`src/rtl/core/ceta_pkg.sv`:
```
// ----------------------------------------------------------------------------
// ceta_pkg
// Shared types, constants and the month-length lookup for the elapsed-time
// calendar advance block.
// ----------------------------------------------------------------------------
package ceta_pkg;

   localparam logic REQ_LOAD  = 1'b0;
   localparam logic REQ_QUERY = 1'b1;

   localparam logic STATUS_OK       = 1'b0;
   localparam logic STATUS_NO_TIME  = 1'b1;

   // x / 1000 = (x * MS_RECIP) >> MS_SHIFT, exact for any 32-bit x
   localparam logic [28:0] MS_RECIP = 29'h10624DD3;
   localparam int          MS_SHIFT = 38;

   // x / 60 and x / 24 by reciprocal, exact for x < 2^23
   localparam logic [24:0] DIV60_RECIP = 25'd8947849;
   localparam logic [24:0] DIV24_RECIP = 25'd22369622;
   localparam int          DIV_SHIFT   = 29;

   // y / 25, exact for any 16-bit y
   localparam logic [16:0] DIV25_RECIP = 17'd83887;
   localparam int          DIV25_SHIFT = 21;

   localparam logic [3:0] MONTH_JAN = 4'd1;
   localparam logic [3:0] MONTH_FEB = 4'd2;
   localparam logic [3:0] MONTH_DEC = 4'd12;

   typedef enum logic [2:0] {
      ST_IDLE,
      ST_MS,
      ST_SADD,
      ST_QUO,
      ST_REM,
      ST_LEAP,
      ST_MONTH,
      ST_OUT
   } state_type;

   typedef enum logic [1:0] {
      UNIT_SEC,
      UNIT_MIN,
      UNIT_HOUR
   } unit_type;

   typedef struct packed {
      logic     accept;
      logic     ms_div;
      logic     sec_add;
      logic     quo;
      logic     rem;
      logic     leap;
      logic     month_step;
      logic     out_load;
      unit_type unit;
   } cmd_type;

   typedef struct packed {
      logic time_valid;
      logic days_zero;
      logic year_wrap;
      logic rsp_free;
   } stat_type;

   function automatic logic [4:0] days_in(input logic [3:0] mon, input logic leap);
      logic [4:0] d;
      unique case (mon)
         MONTH_FEB:                 d = leap ? 5'd29 : 5'd28;
         4'd4, 4'd6, 4'd9, 4'd11:   d = 5'd30;
         default:                   d = 5'd31;
      endcase
      return d;
   endfunction

endpackage

```
`src/rtl/core/ceta_ctrl.sv`:
```
// ----------------------------------------------------------------------------
// ceta_ctrl
// Sequencer: steps the datapath through the divide, carry and month loops.
// ----------------------------------------------------------------------------
module ceta_ctrl
   import ceta_pkg::*;
(
   input  logic     clock,
   input  logic     reset,
   input  logic     req_valid,
   input  logic     req_type,
   output logic     req_stall,
   input  stat_type stat,
   output cmd_type  cmd
);

   state_type state_ff, state_in;
   unit_type  unit_ff, unit_in;

   always_ff @(posedge clock) begin
      if (reset) begin
         state_ff <= ST_IDLE;
         unit_ff  <= UNIT_SEC;
      end else begin
         state_ff <= state_in;
         unit_ff  <= unit_in;
      end
   end

   always_comb begin
      state_in  = state_ff;
      unit_in   = unit_ff;
      cmd       = '0;
      cmd.unit  = unit_ff;
      req_stall = (state_ff != ST_IDLE);
      unique case (state_ff)
         ST_IDLE: begin
            if (req_valid) begin
               cmd.accept = 1'b1;
               if (req_type == REQ_QUERY && !stat.time_valid)
                  state_in = ST_OUT;
               else
                  state_in = ST_MS;
            end
         end
         ST_MS: begin
            cmd.ms_div = 1'b1;
            state_in   = ST_SADD;
         end
         ST_SADD: begin
            cmd.sec_add = 1'b1;
            unit_in     = UNIT_SEC;
            state_in    = ST_QUO;
         end
         ST_QUO: begin
            cmd.quo  = 1'b1;
            state_in = ST_REM;
         end
         ST_REM: begin
            cmd.rem = 1'b1;
            unique case (unit_ff)
               UNIT_SEC: begin
                  unit_in  = UNIT_MIN;
                  state_in = ST_QUO;
               end
               UNIT_MIN: begin
                  unit_in  = UNIT_HOUR;
                  state_in = ST_QUO;
               end
               default: state_in = ST_LEAP;
            endcase
         end
         ST_LEAP: begin
            cmd.leap = 1'b1;
            state_in = ST_MONTH;
         end
         ST_MONTH: begin
            if (stat.days_zero) begin
               state_in = ST_OUT;
            end else begin
               cmd.month_step = 1'b1;
               // new year: leap flag must be recomputed first
               if (stat.year_wrap)
                  state_in = ST_LEAP;
            end
         end
         ST_OUT: begin
            if (stat.rsp_free) begin
               cmd.out_load = 1'b1;
               state_in     = ST_IDLE;
            end
         end
         default: state_in = ST_IDLE;
      endcase
   end

endmodule

```
`src/rtl/core/ceta_dp.sv`:
```
// ----------------------------------------------------------------------------
// ceta_dp
// Datapath: stored time, reciprocal dividers, carry chain, month stepper and
// the result register.
// ----------------------------------------------------------------------------
module ceta_dp
   import ceta_pkg::*;
(
   input  logic        clock,
   input  logic        reset,
   input  cmd_type     cmd,
   output stat_type    stat,
   input  logic        req_type,
   input  logic [31:0] req_now_ms,
   input  logic [15:0] req_in_year,
   input  logic [3:0]  req_in_month,
   input  logic [4:0]  req_in_day,
   input  logic [4:0]  req_in_hour,
   input  logic [5:0]  req_in_minute,
   input  logic [5:0]  req_in_second,
   output logic        rsp_valid,
   input  logic        rsp_stall,
   output logic        rsp_status,
   output logic [15:0] rsp_out_year,
   output logic [3:0]  rsp_out_month,
   output logic [4:0]  rsp_out_day,
   output logic [4:0]  rsp_out_hour,
   output logic [5:0]  rsp_out_minute,
   output logic [5:0]  rsp_out_second
);

   // stored time
   logic        valid_ff;
   logic [15:0] base_year_ff;
   logic [3:0]  base_month_ff;
   logic [4:0]  base_day_ff;
   logic [4:0]  base_hour_ff;
   logic [5:0]  base_minute_ff;
   logic [5:0]  base_second_ff;
   logic [31:0] stamp_ff;

   // working registers
   logic        nv_ff;
   logic [31:0] elapsed_ff;
   logic [22:0] secs_ff;
   logic [22:0] acc_ff;
   logic [18:0] quo_ff;
   logic [11:0] q25_ff;
   logic [6:0]  days_ff;
   logic [15:0] year_ff;
   logic [3:0]  mon_ff;
   logic [4:0]  day_ff;
   logic [4:0]  hr_ff;
   logic [5:0]  mn_ff;
   logic [5:0]  sc_ff;

   // result register
   logic        rsp_valid_ff;
   logic        rsp_status_ff;
   logic [15:0] rsp_year_ff;
   logic [3:0]  rsp_month_ff;
   logic [4:0]  rsp_day_ff;
   logic [4:0]  rsp_hour_ff;
   logic [5:0]  rsp_minute_ff;
   logic [5:0]  rsp_second_ff;

   logic [60:0] ms_prod;
   logic [47:0] div_prod;
   logic [24:0] div_recip;
   logic [24:0] quo_times;
   logic [22:0] rem;
   logic [32:0] y25_prod;
   logic [16:0] q25_times;
   logic        d25;
   logic        leap;
   logic [4:0]  dim;
   logic [5:0]  left;
   logic [7:0]  sum;

   assign ms_prod   = 61'(elapsed_ff) * 61'(MS_RECIP);
   assign div_recip = (cmd.unit == UNIT_HOUR) ? DIV24_RECIP : DIV60_RECIP;
   assign div_prod  = 48'(acc_ff) * 48'(div_recip);

   // quotient times divisor by shifts: 60 = 64 - 4, 24 = 16 + 8
   assign quo_times = (cmd.unit == UNIT_HOUR)
                    ? ({2'b0, quo_ff, 4'b0} + {3'b0, quo_ff, 3'b0})
                    : ({quo_ff, 6'b0} - {4'b0, quo_ff, 2'b0});
   assign rem = acc_ff - quo_times[22:0];

   assign y25_prod  = 33'(year_ff) * 33'(DIV25_RECIP);
   assign q25_times = {1'b0, q25_ff, 4'b0} + {2'b0, q25_ff, 3'b0} + {5'b0, q25_ff};
   assign d25       = ({1'b0, year_ff} == q25_times);
   assign leap      = ((year_ff[1:0] == 2'b00) && !d25) || ((year_ff[3:0] == 4'b0) && d25);

   assign dim  = days_in(mon_ff, leap);
   assign left = (day_ff <= dim) ? (6'(dim) - 6'(day_ff) + 6'd1) : 6'd1;
   assign sum  = 8'(day_ff) + 8'(days_ff);

   assign stat.time_valid = valid_ff;
   assign stat.days_zero  = (days_ff == 7'd0);
   assign stat.year_wrap  = (days_ff != 7'd0) && (sum > 8'(dim)) && (mon_ff >= MONTH_DEC);
   assign stat.rsp_free   = !rsp_valid_ff || !rsp_stall;

   // stored time
   always_ff @(posedge clock) begin
      if (reset) begin
         valid_ff       <= 1'b0;
         base_year_ff   <= '0;
         base_month_ff  <= MONTH_JAN;
         base_day_ff    <= 5'd1;
         base_hour_ff   <= '0;
         base_minute_ff <= '0;
         base_second_ff <= '0;
         stamp_ff       <= '0;
      end else if (cmd.accept && req_type == REQ_LOAD) begin
         valid_ff       <= 1'b1;
         base_year_ff   <= req_in_year;
         base_month_ff  <= req_in_month;
         base_day_ff    <= req_in_day;
         base_hour_ff   <= req_in_hour;
         base_minute_ff <= req_in_minute;
         base_second_ff <= req_in_second;
         stamp_ff       <= req_now_ms;
      end
   end

   // working registers
   always_ff @(posedge clock) begin
      if (cmd.accept) begin
         nv_ff      <= (req_type == REQ_QUERY) && !valid_ff;
         elapsed_ff <= (req_type == REQ_LOAD) ? 32'd0 : (req_now_ms - stamp_ff);
      end
      if (cmd.ms_div)
         secs_ff <= ms_prod[60:MS_SHIFT];
      if (cmd.sec_add) begin
         acc_ff  <= 23'(base_second_ff) + secs_ff;
         year_ff <= base_year_ff;
         mon_ff  <= base_month_ff;
         day_ff  <= base_day_ff;
      end
      if (cmd.quo)
         quo_ff <= div_prod[DIV_SHIFT+18:DIV_SHIFT];
      if (cmd.rem) begin
         unique case (cmd.unit)
            UNIT_SEC: begin
               sc_ff  <= rem[5:0];
               acc_ff <= 23'(quo_ff) + 23'(base_minute_ff);
            end
            UNIT_MIN: begin
               mn_ff  <= rem[5:0];
               acc_ff <= 23'(quo_ff) + 23'(base_hour_ff);
            end
            default: begin
               hr_ff   <= rem[4:0];
               days_ff <= quo_ff[6:0];
            end
         endcase
      end
      if (cmd.leap)
         q25_ff <= y25_prod[DIV25_SHIFT+11:DIV25_SHIFT];
      if (cmd.month_step) begin
         if (sum <= 8'(dim)) begin
            day_ff  <= sum[4:0];
            days_ff <= '0;
         end else begin
            days_ff <= days_ff - 7'(left);
            day_ff  <= 5'd1;
            if (mon_ff >= MONTH_DEC) begin
               mon_ff  <= MONTH_JAN;
               year_ff <= year_ff + 16'd1;
            end else begin
               mon_ff <= mon_ff + 4'd1;
            end
         end
      end
   end

   // result register
   always_ff @(posedge clock) begin
      if (reset)
         rsp_valid_ff <= 1'b0;
      else if (cmd.out_load)
         rsp_valid_ff <= 1'b1;
      else if (!rsp_stall)
         rsp_valid_ff <= 1'b0;
   end

   always_ff @(posedge clock) begin
      if (cmd.out_load) begin
         if (nv_ff) begin
            rsp_status_ff <= STATUS_NO_TIME;
            rsp_year_ff   <= '0;
            rsp_month_ff  <= '0;
            rsp_day_ff    <= '0;
            rsp_hour_ff   <= '0;
            rsp_minute_ff <= '0;
            rsp_second_ff <= '0;
         end else begin
            rsp_status_ff <= STATUS_OK;
            rsp_year_ff   <= year_ff;
            rsp_month_ff  <= mon_ff;
            rsp_day_ff    <= day_ff;
            rsp_hour_ff   <= hr_ff;
            rsp_minute_ff <= mn_ff;
            rsp_second_ff <= sc_ff;
         end
      end
   end

   assign rsp_valid      = rsp_valid_ff;
   assign rsp_status     = rsp_status_ff;
   assign rsp_out_year   = rsp_year_ff;
   assign rsp_out_month  = rsp_month_ff;
   assign rsp_out_day    = rsp_day_ff;
   assign rsp_out_hour   = rsp_hour_ff;
   assign rsp_out_minute = rsp_minute_ff;
   assign rsp_out_second = rsp_second_ff;

endmodule

```
`src/rtl/core/calendar_elapsed_time_advance_top.sv`:
```
// ----------------------------------------------------------------------------
// calendar_elapsed_time_advance_top
// Wall-clock cache: stores a date/time with its millisecond stamp and answers
// queries with the stored time advanced by the elapsed whole seconds.
// ----------------------------------------------------------------------------
// req channel (req_valid/req_stall): req_type 0 loads the in_* fields and the
// stamp req_now_ms, req_type 1 queries at time req_now_ms. Every item gives
// exactly one item on the rsp channel (rsp_valid/rsp_stall); a load answers
// with the stored time after carry normalization.
// One item is in work at a time; req_stall is high from the cycle after an
// accept until the result is written to the output register.
// A query with no stored time goes straight to the output. Any other item steps
// through the millisecond divide, the seconds add, a quotient and remainder step
// per seconds/minutes/hours carry in the shared reciprocal divider, a leap check,
// day-stepper steps (one per month boundary crossed plus one when the days end
// inside a month, at most three) and a leap check per year boundary crossed.
// The output register decouples the sides: a new item is accepted while a
// finished result is held under rsp_stall; the next result waits in the
// sequencer until the register frees. Reset clears time_valid and rsp_valid.
// ----------------------------------------------------------------------------
module calendar_elapsed_time_advance_top
   import ceta_pkg::*;
(
   input  logic        clock,
   input  logic        reset,
   input  logic        req_valid,
   output logic        req_stall,
   input  logic        req_type,
   input  logic [31:0] req_now_ms,
   input  logic [15:0] req_in_year,
   input  logic [3:0]  req_in_month,
   input  logic [4:0]  req_in_day,
   input  logic [4:0]  req_in_hour,
   input  logic [5:0]  req_in_minute,
   input  logic [5:0]  req_in_second,
   output logic        rsp_valid,
   input  logic        rsp_stall,
   output logic        rsp_status,
   output logic [15:0] rsp_out_year,
   output logic [3:0]  rsp_out_month,
   output logic [4:0]  rsp_out_day,
   output logic [4:0]  rsp_out_hour,
   output logic [5:0]  rsp_out_minute,
   output logic [5:0]  rsp_out_second
);

   cmd_type  cmd;
   stat_type stat;

   ceta_ctrl u_ctrl (
      .clock     (clock),
      .reset     (reset),
      .req_valid (req_valid),
      .req_type  (req_type),
      .req_stall (req_stall),
      .stat      (stat),
      .cmd       (cmd)
   );

   ceta_dp u_dp (
      .clock          (clock),
      .reset          (reset),
      .cmd            (cmd),
      .stat           (stat),
      .req_type       (req_type),
      .req_now_ms     (req_now_ms),
      .req_in_year    (req_in_year),
      .req_in_month   (req_in_month),
      .req_in_day     (req_in_day),
      .req_in_hour    (req_in_hour),
      .req_in_minute  (req_in_minute),
      .req_in_second  (req_in_second),
      .rsp_valid      (rsp_valid),
      .rsp_stall      (rsp_stall),
      .rsp_status     (rsp_status),
      .rsp_out_year   (rsp_out_year),
      .rsp_out_month  (rsp_out_month),
      .rsp_out_day    (rsp_out_day),
      .rsp_out_hour   (rsp_out_hour),
      .rsp_out_minute (rsp_out_minute),
      .rsp_out_second (rsp_out_second)
   );

   // one item in work at a time
   a_busy_after_accept: assert property (@(posedge clock) disable iff (reset)
      (req_valid && !req_stall) |=> req_stall)
      else $error("item accepted while previous one still in work");

   // carry chain always leaves normalized time of day
   a_time_normalized: assert property (@(posedge clock) disable iff (reset)
      (rsp_valid && rsp_status == STATUS_OK) |->
         (rsp_out_hour < 5'd24 && rsp_out_minute < 6'd60 && rsp_out_second < 6'd60))
      else $error("result time of day not normalized");

   a_no_time_zero: assert property (@(posedge clock) disable iff (reset)
      (rsp_valid && rsp_status == STATUS_NO_TIME) |->
         (rsp_out_year == 16'd0 && rsp_out_month == 4'd0 && rsp_out_day == 5'd0))
      else $error("no-time result carries nonzero date");

   // a load always leaves a valid stored time, so the next result is ok
   a_load_then_ok: assert property (@(posedge clock) disable iff (reset)
      (req_valid && !req_stall && req_type == REQ_LOAD) |=>
         (!rsp_valid || rsp_stall || $past(rsp_valid && rsp_stall) ||
          rsp_status == STATUS_OK || $past(rsp_valid)))
      else $error("load result flagged as no time");

endmodule

```
`config.mk`:
```
export PLATFORM = sky130hd
export DESIGN_NAME = calendar_elapsed_time_advance_top
export DESIGN_NICKNAME = d
export VERILOG_FILES = /design/src/rtl/core/ceta_pkg.sv /design/src/rtl/core/ceta_ctrl.sv /design/src/rtl/core/ceta_dp.sv /design/src/rtl/core/calendar_elapsed_time_advance_top.sv
export SDC_FILE = /design/constraint.sdc
export NUM_CORES = 2
export LEC_CHECK = 0
export BUFFER_PORTS_ARGS = -buffer_cell sky130_fd_sc_hd__buf_2
export CAP_MARGIN = 20
export CORE_ASPECT_RATIO = 0.75
export CORE_MARGIN = 10
export CORE_UTILIZATION = 50
export CTS_BUF_LIST = sky130_fd_sc_hd__clkbuf_4
export DETAILED_ROUTE_END_ITERATION = 8
export HOLD_SLACK_MARGIN = 0.06
export PLACE_DENSITY = 0.68
export SLEW_MARGIN = 15
export SYNTH_ARGS = -nofsm -noshare
export SYNTH_HDL_FRONTEND = slang
export SYNTH_HIERARCHICAL = 1
export SYNTH_SLANG_ARGS = --single-unit
export TNS_END_PERCENT = 10
```
`constraint.sdc`:
```
create_clock -name clock -period 7.7 [get_ports clock]
set_input_delay 1.925 -clock clock [delete_from_list [all_inputs] [get_ports clock]]
set_output_delay 1.925 -clock clock [all_outputs]
set_load 0.1 [all_outputs]
```
==> results.md <==
* Status: finished clean
* Post-Layout Inst Area at 0.0466 mm^2
* Via Count at 30,240
* Worst-Skew Late Latency at around 870 ps
* Tmin final at around 7500 ps
* Synth Register Bits at approximately 280
* Crit-path max FO at 9
* Final ANT Viol Nets at 0
* Hold_sp: u_dp/stamp_ff[18]
* Detail Placement HPWL at between 90 and 100 mm
* CTS max path bufs at 3
* Critical R2R Launch: u_dp/elapsed_ff[18]
* First-pass GRT wire length at between 150 and 200 mm
* Hold Path End: u_dp/stamp_ff[18]
* Syn Inst Count at 4,382
* Initial Utilization at between 50% and 60%
* Max Fclk at 132 MHz
* Clock Pin Slew Worst Setup and Hold Paths at 70 ps
* Tcrit/Tclk final at a little over nine tenths
* Fin. Hold Viols at 0
* Crit start category: flip-flop
* CTS Buf Count at 79
* Setup repair after global routing missed its margin: true
* Worst setup path class: reg -> reg
* Core Util, Final at a little under three fifths
* Drt drc at 0
* # IOs at roughly 120
* First-pass DRT Iterations at 5
* Clock Skew at 118 ps
* FFs w/ async S/R, synth at 0%
* Die width at 358 um
* CTS root buffer: clkbuf_4
* CP arrival at around 8100 ps
* Hold depth at 2
* R2R depth at 21
* Total GRT Usage at 22.3%
* Top FF cell, synth: edfxtp_1
* HP Class: reg -> reg
* Wire per inst at roughly 18 um
* Vias in the first global route at between 30,000 and 40,000
* CP Capture Type: flip-flop
* Slew @ Worst Pin at about 1200 ps
* Sequential area share after synthesis at 16.9%
* Port Buf Inserts at between 100 and 150
* Final setup vio count at 0
* CP Data Required Time at between 8000 and 9000 ps
* Die area at 0.0981 mm^2
* Cell row count at just over 90
* Post-synth cell types at 84
* CTS tree: done
* Reg2reg setup slack at 150 ps
* Reg2reg end: u_dp/secs_ff[22]
* Share of layout cells above drive strength 1 at between 8 and 9%
* Die H at 274 um
* Syn. warnings at 6
* Nets at around 6,000
* Mapped Area at around 0.043 mm^2
* CTS sink cnt at 283
* Drt via density at around 5.2
* Total wire length at about 110 mm
* EDFF count, synth at ~160
* DRT iter0 DRCs at 1,947
* Post-synthesis average cell area at around 9.8 um^2
* GP Congestion at around 0.94
* Slew margin rel. at about 17%
* Initial antenna violation count at 5
* Max-slew violations at 0
* Fillcell total at 7,604
* GR Overflow Total at 0
* Max Cap Violations at 0
* Htree depth at 3
* Core Area at about 0.085 mm^2
* Pin count of the biggest net entering global routing at 75
* Layout area overhead at 8.65%
* Placed cell areas at approximately 0.045 mm^2
## registers in the layout, indices dropped and copies added, names as in the netlist, 5 cells and up
register             flops
u_dp/rsp_out_hour        5
u_dp/base_hour_ff        5
u_dp/rsp_out_second      6
u_dp/elapsed_ff         32
u_dp/stamp_ff           32
u_dp/base_year_ff       16
u_dp/year_ff            16
u_dp/secs_ff            23
u_dp/mn_ff               6
u_dp/base_day_ff         5
u_dp/rsp_out_year       16
u_dp/day_ff              5
u_dp/acc_ff             23
u_dp/q25_ff             12
u_dp/hr_ff               5
u_dp/sc_ff               6
u_dp/rsp_out_minute      6
u_dp/base_minute_ff      6
u_dp/days_ff             7
u_dp/rsp_out_day         5
u_dp/quo_ff             19
u_dp/base_second_ff      6
## per-stage QoR
step | worst slack (ps) | TNS, ps | instances | hold WS [ps]
global placement | -263 | -694 | 5641 | 438
CTS | 34.0 | 0 | 5799 | 443
detailed placement | -295 | -836 | 5641 | 447
floorplan | 277 | 0 | 4414 | 432
global route | -25.0 | -43.6 | 5813 | 466
finish | 150 | 0 | 5813 | 451
## per-layer routing
metal / share of wire [%] / GRT usage (%)
met4: 1.1 / 3.14
met2: 40 / 31.2
met5: 0.13 / 0.950
met3: 8.4 / 4.98
met1: 50 / 34.9
## critical path, stage by stage, from the launching register on
cell      delay (ps)
edfxtp_1         770
ha_1             400
fa_1             450
fa_1             400
fa_1             430
fa_1             540
inv_1             50
fa_1             530
inv_1             50
fa_1             520
fa_1             440
ha_1             340
a21oi_1          330
o21ai_0          170
a21oi_1          260
o211ai_1         120
nor3_1           320
buf_4            200
a211oi_4          90
a21oi_1          320
nor3b_1          120
or3_1            350
## cells in the mapped netlist (20+ instances only)
library cell | count | area, um^2
xnor2_1 | 89 | 780
edfxtp_1 | 159 | 4770
ha_1 | 800 | 10000
and3_1 | 20 | 125
dfxtp_1 | 124 | 2480
inv_1 | 1120 | 4200
nor2_1 | 147 | 552
clkbuf_1 | 66 | 248
nor3_1 | 47 | 235
nor2b_1 | 48 | 300
a211oi_1 | 27 | 203
a21o_1 | 74 | 556
a21oi_1 | 206 | 1030
nand3_1 | 56 | 280
o21ai_0 | 107 | 536
xor2_1 | 52 | 455
nand2b_1 | 25 | 156
nand2_1 | 284 | 1070
fa_1 | 629 | 12600
and2_1 | 28 | 175
## logic make-up after synthesis
family / synth area share (%)
flip-flops: 16.9
other: 0.0175
AO/OA/AOI/OAI: 8.47
XOR/XNOR: 2.88
buffers and inverters: 10.6
multiplexers: 0.481
AND/OR/NAND/NOR: 8.02
adder cells (fa/ha/maj): 52.7
## what timing repair did
action,4_1_cts,5_1_grt
setup endpoints to repair,11,23
gates cloned,0,0
setup buffers,11,10
resized for setup,3,22
hold buffers,0,0
pin swaps,1,3
## layout make-up
| cell class | instances | area (um^2) | share of cell area (%) |
|---|---|---|---|
| clock inverter | 27 | 173 | 0.370 |
| multi-input combinational | 2928 | 31400 | 67.4 |
| clock buffer | 120 | 901 | 1.93 |
| inverter | 1120 | 4200 | 9.02 |
| timing repair buffer | 203 | 1260 | 2.70 |
| sequential | 283 | 7260 | 15.6 |
| tap | 1128 | 1410 | 3.03 |
| antenna | 4 | 10.0 | 0.0215 |
## cells in the final DEF, fill, tap and decap left out, drive strengths merged, types with 15 or more instances in the layout
cell type and count:
dfxtp 124, nor2 147, o21ai 109, and2 29
inv 1123, xnor2 89, nand4 19, xor2 52
edfxtp 159, nand2 284, fa 629, clkbuf 120
nor3 49, and3 20, nor2b 48, clkinv 21
nand3 56, nand2b 25, ha 800, a211oi 28
or3 18, mux2i 15, a21o 74, a31oi 18
conb 34, o21a 16, buf 203, a21oi 206
## worst max-delay path by stage
stage | slack (ps) | end | startpoint
6_report | 150 | u_dp/secs_ff[22] | u_dp/elapsed_ff[18]
5_1_grt | -30 | u_dp/quo_ff[14] | u_ctrl/unit_ff[1]
4_1_cts | 30 | u_dp/secs_ff[22] | u_dp/elapsed_ff[13]
3_5_place_dp | -290 | u_dp/secs_ff[7] | u_dp/elapsed_ff[17]
3_3_place_gp | -260 | u_dp/secs_ff[7] | u_dp/elapsed_ff[17]
2_1_floorplan | 280 | u_dp/quo_ff[14] | u_ctrl/unit_ff[1]
Power is not shown: default switching activity piles up to over one toggle a cycle in this logic, so the estimate is an artifact.
